**src/sv/rass_pkg.sv**
```systemverilog
// ----------------------------------------------------------------------------
// rass_pkg
// Shared widths, operation codes and status codes of the sparse set.
// ----------------------------------------------------------------------------
`timescale 1ns / 1ps
`default_nettype none

package rass_pkg;

   localparam int ELEM_W       = 10;          // element and slot fields
   localparam int ELEM_SPAN    = 1 << ELEM_W; // distinct element values
   localparam int RND_W        = 16;          // random word
   localparam int COUNT_PORT_W = 11;          // member count on the port
   localparam int EPOCH_W      = 6;           // membership tag

   // tag 0 marks an absent element; live epochs run first..last
   localparam logic [EPOCH_W-1:0] EPOCH_NONE  = '0;
   localparam logic [EPOCH_W-1:0] EPOCH_FIRST = EPOCH_W'(1);
   localparam logic [EPOCH_W-1:0] EPOCH_LAST  = '1;

   typedef enum logic [2:0] {
      FUNC_ADD      = 3'd0,
      FUNC_REMOVE   = 3'd1,
      FUNC_CONTAINS = 3'd2,
      FUNC_GET      = 3'd3,
      FUNC_PICK     = 3'd4,
      FUNC_CLEAR    = 3'd5
   } func_type;

   typedef enum logic [1:0] {
      STATUS_OK    = 2'd0,
      STATUS_EMPTY = 2'd1,
      STATUS_RANGE = 2'd2
   } status_type;

endpackage

`default_nettype wire

```
**src/sv/rass_div.sv**
```systemverilog
// ----------------------------------------------------------------------------
// rass_div
// Restoring remainder unit: random word mod divisor, one bit per cycle.
// ----------------------------------------------------------------------------
`timescale 1ns / 1ps
`default_nettype none

module rass_div #(
   parameter int DIV_W = 11
) (
   input  wire logic                       clock,
   input  wire logic                       reset,
   input  wire logic                       start,
   input  wire logic [rass_pkg::RND_W-1:0] dividend,
   input  wire logic [DIV_W-1:0]           divisor,
   output      logic                       done,
   output      logic [DIV_W-1:0]           remainder
);

   localparam int NUM_W  = rass_pkg::RND_W;
   localparam int STEP_W = $clog2(NUM_W);

   logic              busy_ff, busy_in;
   logic              done_ff, done_in;
   logic [STEP_W-1:0] step_ff, step_in;
   logic [NUM_W-1:0]  num_ff, num_in;
   logic [DIV_W-1:0]  rem_ff, rem_in;
   logic [DIV_W-1:0]  dsr_ff, dsr_in;
   logic [DIV_W:0]    shifted;

   always_comb begin
      busy_in = busy_ff;
      done_in = 1'b0;
      step_in = step_ff;
      num_in  = num_ff;
      rem_in  = rem_ff;
      dsr_in  = dsr_ff;
      shifted = {rem_ff, num_ff[NUM_W-1]};
      if (start) begin
         busy_in = 1'b1;
         step_in = '0;
         num_in  = dividend;
         rem_in  = '0;
         dsr_in  = divisor;
      end else if (busy_ff) begin
         num_in = {num_ff[NUM_W-2:0], 1'b0};
         if (shifted >= {1'b0, dsr_ff}) begin
            rem_in = DIV_W'(shifted - {1'b0, dsr_ff});
         end else begin
            rem_in = shifted[DIV_W-1:0];
         end
         step_in = step_ff + STEP_W'(1);
         if (step_ff == STEP_W'(NUM_W - 1)) begin
            busy_in = 1'b0;
            done_in = 1'b1;
         end
      end
   end

   always_ff @(posedge clock) begin
      if (reset) begin
         busy_ff <= 1'b0;
         done_ff <= 1'b0;
         step_ff <= '0;
      end else begin
         busy_ff <= busy_in;
         done_ff <= done_in;
         step_ff <= step_in;
      end
      num_ff <= num_in;
      rem_ff <= rem_in;
      dsr_ff <= dsr_in;
   end

   assign done      = done_ff;
   assign remainder = rem_ff;

endmodule

`default_nettype wire

```
**config.mk**
```make
export PLATFORM = sky130hd
export DESIGN_NAME = rass_div
export DESIGN_NICKNAME = d
export VERILOG_FILES = /design/src/sv/rass_pkg.sv /design/src/sv/rass_div.sv
export SDC_FILE = /design/constraint.sdc
export NUM_CORES = 1
export LEC_CHECK = 0
export BUFFER_PORTS_ARGS = -buffer_cell sky130_fd_sc_hd__buf_2
export CAP_MARGIN = 20
export CORE_MARGIN = 3
export CORE_UTILIZATION = 35
export CTS_CLUSTER_SIZE = 40
export DETAILED_ROUTE_END_ITERATION = 8
export PLACE_DENSITY = 0.65
export SLEW_MARGIN = 20
export SYNTH_ARGS = -nofsm -noshare
export SYNTH_HDL_FRONTEND = slang
export SYNTH_SLANG_ARGS = --single-unit
```
**constraint.sdc**
```tcl
create_clock -name clock -period 4.9 [get_ports clock]
set_input_delay 0.245 -clock clock [delete_from_list [all_inputs] [get_ports clock]]
set_output_delay 0.245 -clock clock [all_outputs]
set_load 0.05 [all_outputs]
```
### After elaboration in Yosys (flattened, before gate mapping)

Cells that the tools add are included.

* flip-flop bits (word level): 44
* bits of input ports: 30
* word-level logic and storage cells: 21

* magnitude comparators: 1
* multiplexer cells: 7
* reductions and logical operators: 3
* equal/unequal tests: 1
* $add $sub $neg: 2
* bitwise operators: 1

Operators by type and width (count)
* $mux 16: 2
* $ge 12x11->1: 1
* $mux 11: 1
* $sub 11x11->11: 1
* $add 4x1->4 const B: 1
* $eq 4x4->1 const B: 1
* $mux 1: 4
* $reduce_or 3->1: 1
* $reduce_bool 2->1: 1
* $reduce_or 2->1: 1
* $not 1->1: 1

### Logic depth before layout (Yosys ltp)

Gate-level depths: netlist of the first run.

* depth in word-level cells: 4
* depth in mapped cells: 10

### Least setup slack after synthesis of the first run

Ideal clock, no wire load.

* kind: register -> register
* from: register rem_ff[0], in the netlist remainder[0]
* to: register rem_ff[10], in the netlist remainder[10]
* path buffers: 1
* stages on the path, launching flop included: 10
* arrival: 2.593 ns
* setup time: 0.088 ns
* path slack: 2.218 ns
* path through: dfxtp_1 > inv_1 > fa_1 > nor2b_1 > o22a_1 > o2111a_2 > a211oi_2 > buf_6 > or3b_1 > a311oi_2

* cells in the longest elaborated chain, start to end: 2

Ends and longest elaborated chain
* start: declaration: RTL line rass_div.sv:27 `logic [DIV_W-1:0] rem_ff, rem_in;`
* start signal: assignment: RTL line rass_div.sv:71 `rem_ff <= rem_in;`
* $sub 11x11->11 / $ge 12x11->1 (equally long branches): RTL line rass_div.sv:48, rass_div.sv:47
* $mux 11 *: RTL line rass_div.sv:47 `if (shifted >= {1'b0, dsr_ff}) begin`

Every way passes the cells marked *; elsewhere a longest branch is shown, timed or not.
A chain may end at the register's enable or synchronous reset.

### Final worst setup path of the first run

* from: register num_ff[15]
* to: register rem_ff[0], in the netlist remainder[0]

* cells in the longest elaborated chain, start to end: 2

Ends and longest elaborated chain
* start: declaration: RTL line rass_div.sv:26 `logic [NUM_W-1:0] num_ff, num_in;`
* start signal: assignment: RTL line rass_div.sv:70 `num_ff <= num_in;`
* $sub 11x11->11 / $ge 12x11->1 (equally long branches): RTL line rass_div.sv:48, rass_div.sv:47
* $mux 11 *: RTL line rass_div.sv:47

Marks and branches as above.

==> results of run 1 <==
## routing by layer
layer	GRT usage, %	up-vias
li1	-	864
met5	0	-
met1	14.7	816
met3	5.17	2
met4	3.77	0
met2	21.2	31
## cell families (layout without fill, tap and decap cells)
logic type	Yosys count	in the layout	share of synthesized area [%]
DFF	44	44	49.3
and+or+nand+nor	61	61	13.8
adders and majority gates	13	13	7.28
muxes	20	20	9.42
AOI/OAI and AO/OA	42	42	13.9
buffers and inverters	24	65	4.18
xor gates and xnor gates	6	6	2.25
## power groups by stage
stage                     Clock, W  Combinational, W  Sequential, W
after floorplan                  0          0.000153       0.000479
after global placement           0          0.000226       0.000457
after detailed placement         0          0.000228       0.000458
after CTS                 0.000231          0.000229       0.000450
after global routing      0.000246          0.000253       0.000453
final                     0.000219          0.000228       0.000449
## flip-flops by register name (all words and copies together) (netlist names)
name / flops
dsr_ff: 11
num_ff: 16
step_ff: 4
remainder: 11
done: 1
busy_ff: 1
## layout make-up
type                    instances  area [µm²]  share of cell area [%]
well taps                      77        96.3                    3.59
clock buffers                   6        72.6                    2.70
repair buffers                 41         205                    7.64
flip-flops and latches         44        1150                    42.9
clock inverters                 2        11.3                   0.419
inverters                      16        60.1                    2.24
multi-input cells             142        1090                    40.5
## worst max path at each step
stage	startpoint	endpoint	slack [ns]	cells past startpoint
4_1_cts	num_ff[15]	remainder[0]	2.12	9
3_5_place_dp	num_ff[15]	remainder[0]	2.15	9
2_1_floorplan	remainder[0]	remainder[10]	2.22	9
5_1_grt	num_ff[15]	remainder[0]	1.95	9
6_report	num_ff[15]	remainder[0]	2.15	9
3_3_place_gp	num_ff[15]	remainder[0]	2.19	9
## stage by stage
stage	power [W]	cells	instance area, µm²	worst slack (ns)
after detailed placement	0.000685	320	2600	2.15
after global routing	0.000952	328	2690	1.95
after global placement	0.000683	320	2600	2.19
final	0.000895	328	2690	2.15
after CTS	0.000909	328	2690	2.12
after floorplan	0.000632	210	2340	2.22
## critical path, cell delays in order (launching register included)
cell      delay (ns)
edfxtp_1        0.37
inv_1           0.08
ha_1            0.18
fa_1            0.22
nor2b_1         0.07
o22a_1          0.21
o2111a_2        0.29
a211oi_2        0.62
mux2_2          0.41
a211oi_1        0.21
## cells in the final DEF, fill, tap and decap left out, drive strengths merged, types with 2 or more instances in the layout
master  count
ha         12
nor2b       3
inv        16
clkbuf      6
a311oi      8
and4        2
a211oi      3
mux2i       4
o21bai      2
mux2       16
edfxtp     27
nand2      17
o21ai       6
buf        41
nor4        2
or3b        2
nor2       16
a31oi       2
nor3        4
dfxtp      17
xor2        3
or2         4
nand3       3
nor3b       2
a21oi       4
a21o        4
xnor2       3
a211o       2
==> flow_summary.ini, run 1 <==
[yosys]
ys_seq_area_share_pct = 49.3
synth_edf_count = 27
yosys-top-cells-count = edfxtp_1, dfxtp_1
netlist_area_um2 = 2340
synth_cells = 210
synth-seq-cells = 44
ys.flop_type = edfxtp_1
synth.net_count = 253
yosys.area.top_type = edfxtp_1
yosysWarningCount = 0
yosysMostFrequentCell = edfxtp_1
yosysUniqueCellTypes = 54
yosysTopAreaCellShare_pct = 34.7
synth_area_per_cell_um2 = 11.1
yosys-top-cells-area = edfxtp_1, dfxtp_1, mux2_2, ha_1, a311oi_1
ys_async_sr_fraction_pct = 0

[timing]
slew_headroom_pct = 39.9
final.setup.tns_ns = 0
layout_min_cycle_time_ns = 2.75
fin_skew_ns = 0.00354
hold_viol_final = 0
holdWs_ns = 0.117
final-setup-viol-count = 0
fin_crit_sh_pct = 56.2
rsz0062_at_grt = false
worstMarginPinSlew_ns = 0.901
finalMaxSlewViolations = 0
fmax_ghz = 0.363

[clocking]
root_buffer = clkbuf_8
cts_setup_buffers = 0
clock-sinks = 44
post_cts_resized = 0
cts_tree = yes
numCtsBuffers = 5
postCtsHoldBufs = 0
insertion_delay_ns = 0.29
cts.htree.levels = 2
clk_pin_slew_ns = 0.08
cts_buffer_depth = 2

[outcome]
outcome = finished, final reports clean

[pwr]
swShare_pct = 30.7
comb_power_share_pct = 25.4
clkPwrFrac_pct = 24.4
p_sw_w = 0.000275
internal-power_w = 0.000620
cellPowerDensity_nw_per_um2 = 333
cellLeakagePower_nw = 1.13
peakVddDrop_uv = 142
seqPwrFrac_pct = 50.1

[critical_path]
r2r_slack_ns = 2.15
reg2reg_from = num_ff[15]
crit_required_ns = 5.11
crit_fanout = 11
end_kind = register
cp.arrival_ns = 2.96
crit_type = register to register
start_kind = register
reg2reg_depth = 9
r2r_end = remainder[0]

[die]
io_pins = 42
rows = 29
fp.dieArea_um2 = 7690
start_util_pct = 36.4
dieHeight_um = 87.7
die_w_um = 87.7
core-area_um2 = 6420

[job]
maxCapViolCount = 0

[place]
place_hpwl_um = 3260
numPortBuffers = 41
gp_congestion = 0.832

[final_layout]
post-route-util_pct = 41.8
drive_gt1_share_pct = 29.9
n_antenna_cell = 0
fill_cells = 640
area_growth_pct = 14.9
nets = 293

[global_routing]
grt_pass1_vias = 1683
overflow = 0
grt_antenna_before_repair = 0
grt_max_degree = 42
grt_usage_pct = 12.6
grt_pass1_wl_um = 7580

[hold_path]
worstHoldPathCells = 2
holdCritPathClass = primary input to register
hp-start = reset
hold_path_end = busy_ff

[routing]
wire_per_inst_um = 14.0
wirelength_um = 4590
remaining_drc_errors = 0
wl_met1_um = 2050
dr_wl_met2_um = 2260
via_per_inst = 5.22
postRouteAntennaNets = 0
num_vias = 1713
first_pass_iters = 4
drt_iter0_markers = 81
wl_met3_um = 261
top_layer_used = met4
Power figures use the tool's default switching activity.
==> run 2, diff against run 1 <==
--- a/config.mk
+++ b/config.mk
@@ -11,7 +11,7 @@
 export CORE_UTILIZATION = 35
 export CTS_CLUSTER_SIZE = 40
 export DETAILED_ROUTE_END_ITERATION = 8
-export PLACE_DENSITY = 0.65
+export PLACE_DENSITY = 0.67
 export SLEW_MARGIN = 20
 export SYNTH_ARGS = -nofsm -noshare
 export SYNTH_HDL_FRONTEND = slang
==> constraint.sdc (replaced) <==
create_clock -name clock -period 2.29 [get_ports clock]
set_input_delay 0.1145 -clock clock [delete_from_list [all_inputs] [get_ports clock]]
set_output_delay 0.1145 -clock clock [all_outputs]
set_load 0.05 [all_outputs]
==> run 2 against run 1 <==
Against the previous run:
- the flow now finishes with violations (setup timing)
- first-iteration DRC count decreased by 3.7%
- clock skew up 0.0061 ns
- setup slack worse by 2.2 ns
- sequential power grew 110%
- sequential cell count stayed put
- sequential share of layout area fell by 5.3 points
- count of clock-buffer cells in the layout unchanged
- global-route usage grew 1.3 points
- maximum frequency increased by 18%
- critical path type unchanged
==> flow_summary.ini, run 2 (same netlist as run 1, synthesis figures left out) <==
[final_layout]
multi_input_area_um2 = 1230
stdcell_count = 355
most-common-layout-cells = buf_2, edfxtp_1, nor2_1
n_antenna_cell = 0
fill_cells = 585
largest_register_ffs = 16
seq_area_um2 = 1170
top_register = num_ff
nets = 320
post-route-util_pct = 48.6
drive_gt1_share_pct = 44.2
layout_commonest_cell = buf_2
area_growth_pct = 33.5

[critical_path]
crit_required_ns = 2.48
cp_slowest_cell = edfxtp_1
slowest_delay_ns = 0.39
crit_fanout = 8
cp.arrival_ns = 2.53
crit_type = register to register
end_kind = register
r2r_slack_ns = -0.04
start_kind = register
worstPathCellList = inv_2 -> ha_4 -> fa_2 -> nor2b_2 -> o22a_1 -> o2111a_2 -> buf_4 -> a211o_4 -> mux2i_2 -> a21o_1

[timing]
fin_skew_ns = 0.00964
fin_ws_ns = -0.0432
rsz0062_at_grt = true
fin_crit_sh_pct = 102
worstMarginPinSlew_ns = 0.543
layout_min_cycle_time_ns = 2.33
final-setup-viol-count = 3
finalMaxSlewViolations = 0
slew_headroom_pct = 63.8
holdWs_ns = 0.0960
fmax_ghz = 0.429
hold_viol_final = 0

[pwr]
internal-power_w = 0.00156
comb_power_share_pct = 28.3
peakVddDrop_uv = 383
clkPwrFrac_pct = 28.7
cellPowerDensity_nw_per_um2 = 715
cellLeakagePower_nw = 1.30
p_total_w = 0.00223
p_sw_w = 0.000671
seqPwrFrac_pct = 43.0
swShare_pct = 30.1

[clocking]
root_buffer = clkbuf_8
cts_buffer_depth = 2
cts_tree = yes
numCtsBuffers = 5
insertion_delay_ns = 0.30
clk_pin_slew_ns = 0.09
clock-sinks = 44
cts.htree.levels = 2

[hold_path]
holdCritPathClass = primary input to register

[global_routing]
busiest_layer = met2
grt_use_met1_pct = 16.1
grt_antenna_before_repair = 0
use_met2_pct = 24.7
use_met3_pct = 3.39
grt_max_degree = 28
grt_usage_pct = 13.9
grt_pass1_wl_um = 8280
grt_pass1_vias = 1807
overflow = 0

[outcome]
outcome = complete, but fails checks
violations = setup timing

[die]
fp.dieArea_um2 = 7690
core-area_um2 = 6420
die_w_um = 87.7
io_pins = 42
rows = 29
dieHeight_um = 87.7
start_util_pct = 36.4

[place]
place_hpwl_um = 3580
dp_slack_ns = -0.0890
place_inst = 334
numPortBuffers = 41
gp_congestion = 0.804

[routing]
postRouteAntennaNets = 0
drt_iter0_markers = 78
remaining_drc_errors = 0
num_vias = 1833
via_per_inst = 5.16
wire_per_inst_um = 14.0
first_pass_iters = 4
wirelength_um = 4990

[job]
maxCapViolCount = 0
==> run 2: cell count changes in the layout (fill, tap and decap cells not counted), sizes merged <==
cell	change
buf	+15
dlygate4sd3	+12
bufinv	+1
clkinvlp	-1
==> run 2: power groups by stage <==
stage,clock network (W),logic [W],registers (W)
after detailed placement,0,0.000557,0.000978
after floorplan,0,0.000345,0.00103
final,0.000640,0.000631,0.000960
after global placement,0,0.000546,0.000976
after CTS,0.000658,0.000595,0.000960
after global routing,0.000685,0.000692,0.000970
==> run 2: metal layers <==
metal | vias up | part of all wire [%]
met4 | 0 | 1.4
met2 | 39 | 50
li1 | 909 | -
met5 | - | 0
met1 | 877 | 44
met3 | 8 | 4.3
==> run 2: final timing paths <==
kind,startpoint,depth (start not counted),endpoint
max reg2reg,num_ff[15],10,remainder[1]
min reg2reg,step_ff[3],2,done
min,dividend[0],2,num_ff[0]
max,num_ff[15],10,remainder[1]
==> run 2: critical path: cells and delay by family, from the launching register on <==
kind / cells / cell delay [ns]
compound gates: 4 / 1.02
flops: 1 / 0.39
fa+ha+maj: 2 / 0.35
buf+inv: 2 / 0.24
mux: 1 / 0.17
simple gates: 1 / 0.05
==> run 2: layout make-up <==
type,count,share of cell area [%]
clock buffer,6,2.65
clock inverter,2,1.24
inverter,16,1.92
multi-input combinational,142,39.4
sequential,44,37.6
tap,77,3.09
timing repair buffer,68,14.2
==> run 2: repair_timing <==
action / 4_1_cts / 5_1_grt
pin swaps: 3 / 13
endpoints found under the setup margin: 10 / 11
hold buffers: 12 / 0
resized for setup: 6 / 18
hold endpoints to repair: 12 / 0
buffers inserted: 1 / 0
==> run 2: stage by stage <==
stage / setup TNS [ns] / cell area (µm²)
floorplan: -0.0147 / 2410
global placement: -0.00175 / 2780
detailed placement: -0.436 / 2780
CTS: -0.0113 / 3050
global route: -0.717 / 3120
finish: -0.0982 / 3120
==> run 3, diff against run 2 <==
--- a/config.mk
+++ b/config.mk
@@ -5,6 +5,7 @@
 export SDC_FILE = /design/constraint.sdc
 export NUM_CORES = 1
 export LEC_CHECK = 0
+export ABC_AREA = 1
 export BUFFER_PORTS_ARGS = -buffer_cell sky130_fd_sc_hd__buf_2
 export CAP_MARGIN = 20
 export CORE_MARGIN = 3
==> run 3 against run 2 <==
Against the previous run:
- the flow now finishes without violations
- final cell count is 36% higher
- via count up 22%
- utilization decreased by 4.1 points
- count of clock-buffer cells in the layout unchanged
- power fell by 23%
- non-clock buffer count decreased by 9
- area after synthesis grew 10%
- highest routed layer unchanged
- worst hold slack got worse by 0.030 ns
- sequential share of layout area decreased by 0.29 points
- sequential power down 4.5%
- sequential cell count unchanged
==> flow_summary.ini, run 3 <==
[critical_path]
crit_type = register to register
start_kind = register
reg2reg_depth = 13
crit_required_ns = 2.49
crit_fanout = 11
worstPathCellList = inv_1 -> ha_1 -> fa_1 -> inv_1 -> nand2_1 -> nand2_1 -> nand2_2 -> nand2_1 -> nand2_2 -> nand3_2 -> nand3_2 -> nand3_1 -> nand2_1
end_kind = register
slowest_delay_ns = 0.41
critPathBufInv = 2
cp.arrival_ns = 2.27
reg2reg_from = num_ff[15]
path_delay_family = simple AND/OR/NAND/NOR gates
cp_slowest_cell = fa_1
cpMostUsedCell = nand2_1
r2r_end = remainder[5]
r2r_slack_ns = 0.21

[timing]
worstMarginPinSlew_ns = 0.442
slew_headroom_pct = 70.5
layout_min_cycle_time_ns = 2.08
fin_skew_ns = 0.00753
fin_crit_sh_pct = 90.8
finalMaxSlewViolations = 0
final-setup-viol-count = 0
rsz0062_at_grt = false
fmax_ghz = 0.481
final.setup.tns_ns = 0
hold_viol_final = 0

[final_layout]
drive_gt1_share_pct = 19.3
most-common-layout-cells = nand2_1, inv_1, buf_2
largest_register_ffs = 16
area_growth_pct = 20.1
stdcell_count = 484
layout_commonest_cell = nand2_1
top_register = num_ff
nets = 430
n_antenna_cell = 0

[die]
start_util_pct = 37.0
io_pins = 42
die_w_um = 91.7
rows = 30
dieHeight_um = 91.7
fp.dieArea_um2 = 8410
core-area_um2 = 6940

[routing]
wire_per_inst_um = 12.1
wirelength_um = 5850
num_vias = 2240
postRouteAntennaNets = 0
drt_iter0_markers = 137
remaining_drc_errors = 0
first_pass_iters = 4
via_per_inst = 4.63

[global_routing]
grt_max_degree = 22
overflow = 0
grt_pass1_vias = 2157
grt_antenna_before_repair = 0
grt_pass1_wl_um = 9820
grt_usage_pct = 14.4

[pwr]
cellPowerDensity_nw_per_um2 = 554
cellLeakagePower_nw = 1.58
p_total_w = 0.00171
peakVddDrop_uv = 278

[yosys]
yosysWarningCount = 0
synth_edf_count = 27
ys_seq_area_share_pct = 44.8
ys_async_sr_fraction_pct = 0
yosys-top-cells-count = nand2_1, inv_1, edfxtp_1
synth_area_per_cell_um2 = 7.79
yosysUniqueCellTypes = 29
synth.net_count = 373
yosys.area.top_type = edfxtp_1
yosysMostFrequentCell = nand2_1
yosysTopAreaCellShare_pct = 31.5
synth_cells = 330
ys.flop_type = edfxtp_1
netlist_area_um2 = 2570
yosys-top-cells-area = edfxtp_1, nand2_1, dfxtp_1, inv_1, ha_1
synth-seq-cells = 44

[clocking]
numCtsBuffers = 5
post_cts_resized = 0
cts_tree = yes
clk_pin_slew_ns = 0.08
clock-sinks = 44
root_buffer = clkbuf_8
cts_setup_buffers = 0
insertion_delay_ns = 0.30
cts_buffer_depth = 2
cts.htree.levels = 2

[hold_path]
holdCritPathClass = primary input to register
worstHoldPathCells = 3
hold_path_end = num_ff[0]
hp-start = dividend[0]

[job]
maxCapViolCount = 0

[place]
gp_congestion = 0.899
place_inst = 464
place_hpwl_um = 4340
numPortBuffers = 41

[outcome]
outcome = finished, final reports clean
run 3: cell types whose count changed after synthesis, moves of 4 or more:
cell / previous run / this run
clkbuf_1: 6 / 2
nand3_2: 0 / 8
mux2_2: 16 / 0
nand4_1: 1 / 14
nand2_2: 1 / 7
nand3_1: 3 / 19
nand2_1: 16 / 116
o21ai_0: 6 / 1
a311oi_1: 7 / 0
inv_1: 16 / 59
mux2i_1: 4 / 0
run 3: metal layers:
layer / GRT usage [%] / part of all wire [%] / up-vias
li1: - / - / 1157
met1: 18.5 / 45 / 1006
met2: 23.9 / 47 / 69
met3: 3.45 / 6.5 / 8
met4: 4.33 / 1.3 / 0
met5: 0 / 0 / -
run 3: worst reg2reg max path: stages, from the launching register on:
cell	delay, ns
edfxtp_1	0.32
inv_1	0.05
ha_1	0.22
fa_1	0.41
inv_1	0.10
nand2_1	0.06
nand2_1	0.10
nand2_2	0.07
nand2_1	0.08
nand2_2	0.06
nand3_2	0.25
nand3_2	0.11
nand3_1	0.09
nand2_1	0.05
run 3: how the worst max path moves through the flow:
stage                            start            to  cells past startpoint
after detailed placement     dsr_ff[0]  remainder[0]                     12
after global routing        num_ff[15]  remainder[4]                     13
after global placement      num_ff[15]  remainder[2]                     13
after CTS                    dsr_ff[0]  remainder[5]                     12
final                       num_ff[15]  remainder[5]                     13
after floorplan           remainder[0]  remainder[2]                     13
run 3: power breakdown:
part,total [W],switching (W),internal (W)
logic,0.000266,0.000163,0.000102
registers,0.000917,0.0000181,0.000899
clock network,0.000527,0.000280,0.000247
total,0.00171,0.000462,0.00125
run 3: final cells by class:
type / instances / area (µm²)
Multi-Input combinational cell: 216 / 1120
Clock buffer: 6 / 82.6
Fill cell: 713 / 3860
Inverter: 61 / 229
Clock inverter: 2 / 13.8
Tap cell: 96 / 120
Timing Repair Buffer: 59 / 370
Sequential cell: 44 / 1150
run 3: timing repair:
action                                 CTS  global route
setup endpoints to repair                0             0
hold buffers                            12             0
endpoints found under the hold margin   12             0
run 3: kinds of logic (layout without fill, tap and decap cells):
group	count (synthesis)	after routing	share of synthesized area, %
buf+inv	70	128	11.6
flops	44	44	44.8
compound gates	13	13	3.02
simple gates	187	187	32.9
xor+xnor	3	3	1.02
fa+ha+maj	13	13	6.62
run 3: stage by stage:
step                area [µm²]  hold WS, ns  util [%]  setup WS (ns)
CTS                       3090       0.0607      44.5          0.214
global placement          2870        0.291      41.4          0.302
global route              3090       0.0698      44.5         0.0236
detailed placement        2870        0.293      41.4          0.233
finish                    3090       0.0663      44.5          0.212
floorplan                 2570        0.193         -          0.126
